`src/rtl/assert_macros.svh`:
```
// assertion macros for the window z-order hit tester
`ifndef ASSERT_MACROS_SVH
`define ASSERT_MACROS_SVH

// same-cycle implication, sampled on clk_i, off while rst_ni is low
`define WZO_ASSERT_IMP(label, ante, cons) \
  label: assert property (@(posedge clk_i) disable iff (!rst_ni) (ante) |-> (cons)) \
    else $error("wzo assertion failed");

// next-cycle implication, sampled on clk_i, off while rst_ni is low
`define WZO_ASSERT_NXT(label, ante, cons) \
  label: assert property (@(posedge clk_i) disable iff (!rst_ni) (ante) |=> (cons)) \
    else $error("wzo assertion failed");

`endif

```
`src/rtl/wzo_pkg.sv`:
```
// types and codes shared by the window z-order hit tester
package wzo_pkg;

  typedef enum logic [2:0] {
    CMD_CREATE = 3'd0,
    CMD_DELETE = 3'd1,
    CMD_MOVE   = 3'd2,
    CMD_RESIZE = 3'd3,
    CMD_OPEN   = 3'd4,
    CMD_CLOSE  = 3'd5,
    CMD_CLICK  = 3'd6
  } cmd_e;

  typedef enum logic [1:0] {
    ST_OK        = 2'd0,
    ST_NO_WINDOW = 2'd1,
    ST_FULL      = 2'd2
  } status_e;

  typedef struct packed {
    logic        [2:0]  command;
    logic        [15:0] window_id;
    logic signed [15:0] pos_x;
    logic signed [15:0] pos_y;
    logic        [14:0] size_w;
    logic        [14:0] size_h;
  } in_item_t;

  typedef struct packed {
    logic [15:0] result_id;
    logic        hit;
    logic [1:0]  status;
  } out_item_t;

  // control broadcast to every cell
  typedef struct packed {
    logic       capture;
    logic       exec;
    logic [2:0] command;
    logic       any_hit;
  } cell_ctl_t;

endpackage

```
`src/rtl/wzo_cell.sv`:
```
// one slot of the z-ordered window stack with its compare and shift logic
module wzo_cell #(
  parameter int COORD_BITS = 16,
  localparam int SLOT_W = 2 * COORD_BITS + 48
) (
  input  logic                clk_i,
  input  logic                rst_ni,
  input  wzo_pkg::cell_ctl_t  ctl_i,
  input  wzo_pkg::in_item_t   item_i,
  input  logic                bottom_i,
  input  logic [SLOT_W-1:0]   dn_slot_i,
  input  logic [SLOT_W-1:0]   up_slot_i,
  input  logic [SLOT_W-1:0]   tgt_slot_i,
  input  logic                below_i,
  input  logic                above_i,
  output logic                below_o,
  output logic                above_o,
  output logic                sel_o,
  output logic [SLOT_W-1:0]   slot_o
);
  import wzo_pkg::*;

  localparam int CW = ((COORD_BITS > 16) ? COORD_BITS : 16) + 2;

  logic [SLOT_W-1:1] data_q, data_d;
  logic              used_q, used_d;
  logic              hit_q;
  logic              hit_d;

  logic signed [COORD_BITS-1:0] x_s, y_s;
  logic        [14:0]           w_s, h_s;
  logic        [15:0]           id_s;
  logic signed [CW-1:0]         px_e, py_e, x_e, y_e, xl_e, yl_e;
  logic                         in_box;
  logic                         is_top;
  logic                         at_or_below;
  logic                         load_up, load_dn, load_tgt;

  assign slot_o = {data_q, used_q};
  assign x_s    = data_q[SLOT_W-1 -: COORD_BITS];
  assign y_s    = data_q[SLOT_W-1-COORD_BITS -: COORD_BITS];
  assign w_s    = data_q[47:33];
  assign h_s    = data_q[32:18];
  assign id_s   = data_q[17:2];

  // exact half-open containment, wide enough that nothing wraps
  assign px_e   = $signed({{(CW-16){item_i.pos_x[15]}}, item_i.pos_x});
  assign py_e   = $signed({{(CW-16){item_i.pos_y[15]}}, item_i.pos_y});
  assign x_e    = $signed({{(CW-COORD_BITS){x_s[COORD_BITS-1]}}, x_s});
  assign y_e    = $signed({{(CW-COORD_BITS){y_s[COORD_BITS-1]}}, y_s});
  assign xl_e   = x_e + $signed({{(CW-15){1'b0}}, w_s});
  assign yl_e   = y_e + $signed({{(CW-15){1'b0}}, h_s});
  assign in_box = (px_e >= x_e) && (px_e < xl_e) && (py_e >= y_e) && (py_e < yl_e);

  assign hit_d = used_q &&
                 ((item_i.command == CMD_CLICK) ? in_box : (id_s == item_i.window_id));

  // priority chains: any hit below this cell and any hit above it
  assign below_o = below_i | hit_q;
  assign above_o = above_i | hit_q;
  // clicks take the topmost hit, id lookups the bottom-most
  assign sel_o   = hit_q && ((ctl_i.command == CMD_CLICK) ? !above_i : !below_i);

  assign is_top  = used_q && !up_slot_i[0];

  always_comb begin
    load_up     = 1'b0;
    load_dn     = 1'b0;
    load_tgt    = 1'b0;
    at_or_below = below_i | hit_q;
    if (ctl_i.exec) begin
      case (ctl_i.command)
        CMD_CREATE: begin
          load_tgt = !used_q && dn_slot_i[0];
        end
        CMD_DELETE: begin
          load_up = ctl_i.any_hit && used_q && at_or_below;
        end
        CMD_MOVE, CMD_RESIZE, CMD_OPEN: begin
          if (ctl_i.any_hit && used_q && at_or_below) begin
            load_tgt = is_top;
            load_up  = !is_top;
          end
        end
        CMD_CLOSE: begin
          if (ctl_i.any_hit && used_q && !below_i) begin
            load_tgt = bottom_i;
            load_dn  = !bottom_i;
          end
        end
        CMD_CLICK: begin
          if (ctl_i.any_hit && used_q && !above_i) begin
            load_tgt = is_top;
            load_up  = !is_top;
          end
        end
        default: begin
        end
      endcase
    end
  end

  always_comb begin
    data_d = data_q;
    used_d = used_q;
    if (load_tgt) begin
      data_d = tgt_slot_i[SLOT_W-1:1];
      used_d = 1'b1;
    end else if (load_up) begin
      data_d = up_slot_i[SLOT_W-1:1];
      used_d = up_slot_i[0];
    end else if (load_dn) begin
      data_d = dn_slot_i[SLOT_W-1:1];
      used_d = dn_slot_i[0];
    end
  end

  always_ff @(posedge clk_i) begin
    data_q <= data_d;
  end

  always_ff @(posedge clk_i or negedge rst_ni) begin
    if (!rst_ni) begin
      used_q <= 1'b0;
      hit_q  <= 1'b0;
    end else begin
      used_q <= used_d;
      if (ctl_i.capture) begin
        hit_q <= hit_d;
      end
    end
  end

endmodule

```
`config.mk`:
```
export PLATFORM = sky130hd
export DESIGN_NAME = wzo_cell
export DESIGN_NICKNAME = d
export VERILOG_FILES = /design/src/rtl/assert_macros.svh /design/src/rtl/wzo_pkg.sv /design/src/rtl/wzo_cell.sv
export SDC_FILE = /design/constraint.sdc
export NUM_CORES = 1
export LEC_CHECK = 0
export BUFFER_PORTS_ARGS = -buffer_cell sky130_fd_sc_hd__buf_2
export CORE_AREA = 2 2 161 163
export CTS_CLUSTER_SIZE = 40
export DETAILED_ROUTE_END_ITERATION = 8
export DIE_AREA = 0 0 163 165
export PLACE_DENSITY = 0.66
export SYNTH_ARGS = -nofsm -noshare
export SYNTH_HDL_FRONTEND = slang
export SYNTH_SLANG_ARGS = --single-unit
```
`constraint.sdc`:
```
create_clock -name clk_i -period 5.1 [get_ports clk_i]
set_input_delay 0.765 -clock clk_i [delete_from_list [all_inputs] [get_ports clk_i]]
set_output_delay 0.765 -clock clk_i [all_outputs]
set_load 0.02 [all_outputs]
```
==> out/metrics.yaml <==
hold_buffers: 0
layout.core_utilization_pct: 39.26
ys_ff_latch: 81
status: "complete, no violations"
drt_iter0_drc: 339
synth_edf_count: 79
finalSetupViolCount: 0
num_vias: 6957
htreeDepth: 3
synthCells: 758
yosysSeqAreaShare_pct: 33.27
finalHoldViolCount: 0
regArea_mm2: 0.002422
fill_cells: 2537
drt-wirelength-per-cell_um: 15.50
core_region_area_mm2: 0.02504
area_growth_pct: 34.99
path_class: "register to register"
rows: 58
overflow: 0
die_w_um: 163
cp_max_fo: 3
max_freq_mhz: 248.8
clk_pin_slew_worst_paths_ps: 70
grt_use_total_pct: 16.18
cts.sinks: 81
place_hpwl_um: 19290
ant_nets: 0
layout-drive-gt1-share_pct: 37.09
die_h_um: 165
power.leakage_nw: 4.337
yosys.cell_types.count: 66
syn_area_per_cell_um2: 9.605
cts_tree: "done"
clockRootBuffer: "clkbuf_16"
layout.nets: 1558
crit_path_end_kind: "register"
finalCriticalPeriod_ps: 4019
worstMarginPinSlew_ps: 1058
start_util_pct: 29.08
drcViolationCount: 0
cellPowerDensity_mw_per_mm2: 241.5
vdd_drop_max_v: 0.0001511
cts_resized: 0
r2r_slack_ps: 1080
arrival_ps: 4240
r2r-end: "hit_q"
routed_wl_um: 22740
grt_antenna_before_repair: 2
period_share_pct: 78.80
place_inst: 1449
reg2regPathDepth: 17
grt_pass1_wl_um: 33930
syn_nets: 1186
yosys_warnings: 0
cts_buffers: 9
routed_via_density: 4.742
io_buffers: 383
fin_setup_tns_ps: 0
max_slew_margin_pct: 29.47
cts_buffer_depth: 2
firstDrtPassIters: 7
worst_clock_skew_ps: 12.83
multiInputGateArea_mm2: 0.004514
grt_pass1_vias: 6793
hp-class: "input port to asynchronous set/reset pin"
async_flop_share_pct: 2.469
clkLatencyLatePin_ps: 340
maxCapViolCount: 0
grt_max_degree: 86
r2r-start: "data_q[64]"
cts_setup_buffers: 0
ios: 415
finalNonFillerCells: 1467
critPathLaunchType: "register"
gp_congestion: 0.8222
maxSlewViolCount: 0
syn_area_mm2: 0.007281
die-area_mm2: 0.02690
rsz0062_at_grt: "false"
dominantRegCellSynth: "edfxtp_1"
cp_data_required_time_ps: 5320
## registers in the layout, indices dropped and copies added, names as in the netlist
signal and count:
data_q 79, hit_q 1, used_q 1
## Yosys cell counts, drive strengths merged (5+ instances only)
master | instances | area share, %
xnor2 | 30 | 3.6
nor3 | 5 | 0.34
nor2b | 9 | 0.77
nand4 | 20 | 1.7
inv | 49 | 2.5
ha | 94 | 16
buf | 19 | 2.0
o21ai | 93 | 6.4
xor2 | 13 | 1.6
a21o | 14 | 1.4
a21oi | 44 | 3.1
clkbuf | 7 | 0.38
nand3 | 14 | 0.96
edfxtp | 79 | 33
o211ai | 8 | 0.96
mux2i | 81 | 11
nor2 | 17 | 0.98
nand2 | 97 | 5.0
## layer usage
metal | track usage, % | share of wire [%] | vias to the layer above
met5 | 0 | 0.040 | -
met4 | 5.229 | 1.9 | 2
met3 | 2.938 | 5.4 | 24
met2 | 30.01 | 52 | 239
met1 | 18.77 | 41 | 3145
li1 | - | - | 3547
## cells by family after synthesis
kind of cell	synth area share, %
AOI/OAI and AO/OA	16.70
and+or+nand+nor	12.08
xor gates and xnor gates	5.173
adders and majority gates	16.70
muxes	11.14
DFF	33.27
buffers and inverters	4.932
## final cells by class
class | instances | area share, %
antenna | 2 | 0.05092
clock buffer | 9 | 2.292
clock inverter | 7 | 1.197
inverter | 49 | 1.871
multi-input combinational | 602 | 45.93
sequential | 81 | 24.65
tap | 330 | 4.201
timing repair buffer | 387 | 19.81
## worst max-delay path: stages, from the launching register on
cell and delay [ps]:
edfxtp_1 390, ha_1 210, inv_1 60, fa_1 400
and2b_1 240, o211ai_2 110, a2111oi_2 490, o41ai_2 140
a31oi_1 290, xnor2_1 170, ha_1 270, nand4_1 120
nor2_1 70, nand2_1 60, o2111ai_1 110, o22ai_1 290
nand4_1 170, o31ai_1 310
## worst max path at each step
stage,start,endpoint,depth (start not counted)
final,data_q[64],hit_q,17
after CTS,data_q[64],hit_q,17
after detailed placement,data_q[64],hit_q,17
after global placement,data_q[64],hit_q,17
after global routing,data_q[64],hit_q,17
after floorplan,ctl_i[1],data_q[10],9
## stage by stage
step / power [W] / area, um2 / setup slack, ps / hold WS, ps
5_1_grt: 0.002513 / 9826 / 602.1 / 165.1
3_5_place_dp: 0.001620 / 9480 / 971.2 / 552.5
2_1_floorplan: 0.001346 / 7281 / 1119 / 469.4
6_report: 0.002374 / 9828 / 1081 / 186.5
4_1_cts: 0.002401 / 9823 / 892.0 / 166.1
3_3_place_gp: 0.001604 / 9480 / 1043 / 552.3
## where the power goes
group          switching, W  total [W]  internal (W)
registers         0.0000405   0.000840      0.000800
logic              0.000422   0.000766      0.000345
clock network      0.000288   0.000767      0.000479
## cell usage in the layout (no fill, tap or decap), types with 5 or more instances in the layout
cell,n
edfxtp_1,79
o211ai_1,6
mux2i_1,81
xor2_1,13
xnor2_1,30
clkbuf_16,9
nor2b_1,9
nand4_1,20
nor2_1,16
ha_1,94
nand2_1,95
nor3_1,5
a21o_1,14
o21ai_1,79
o21ai_0,14
buf_2,383
a21oi_1,42
nand3_1,14
inv_1,49
(Power assumes the default switching activity.)
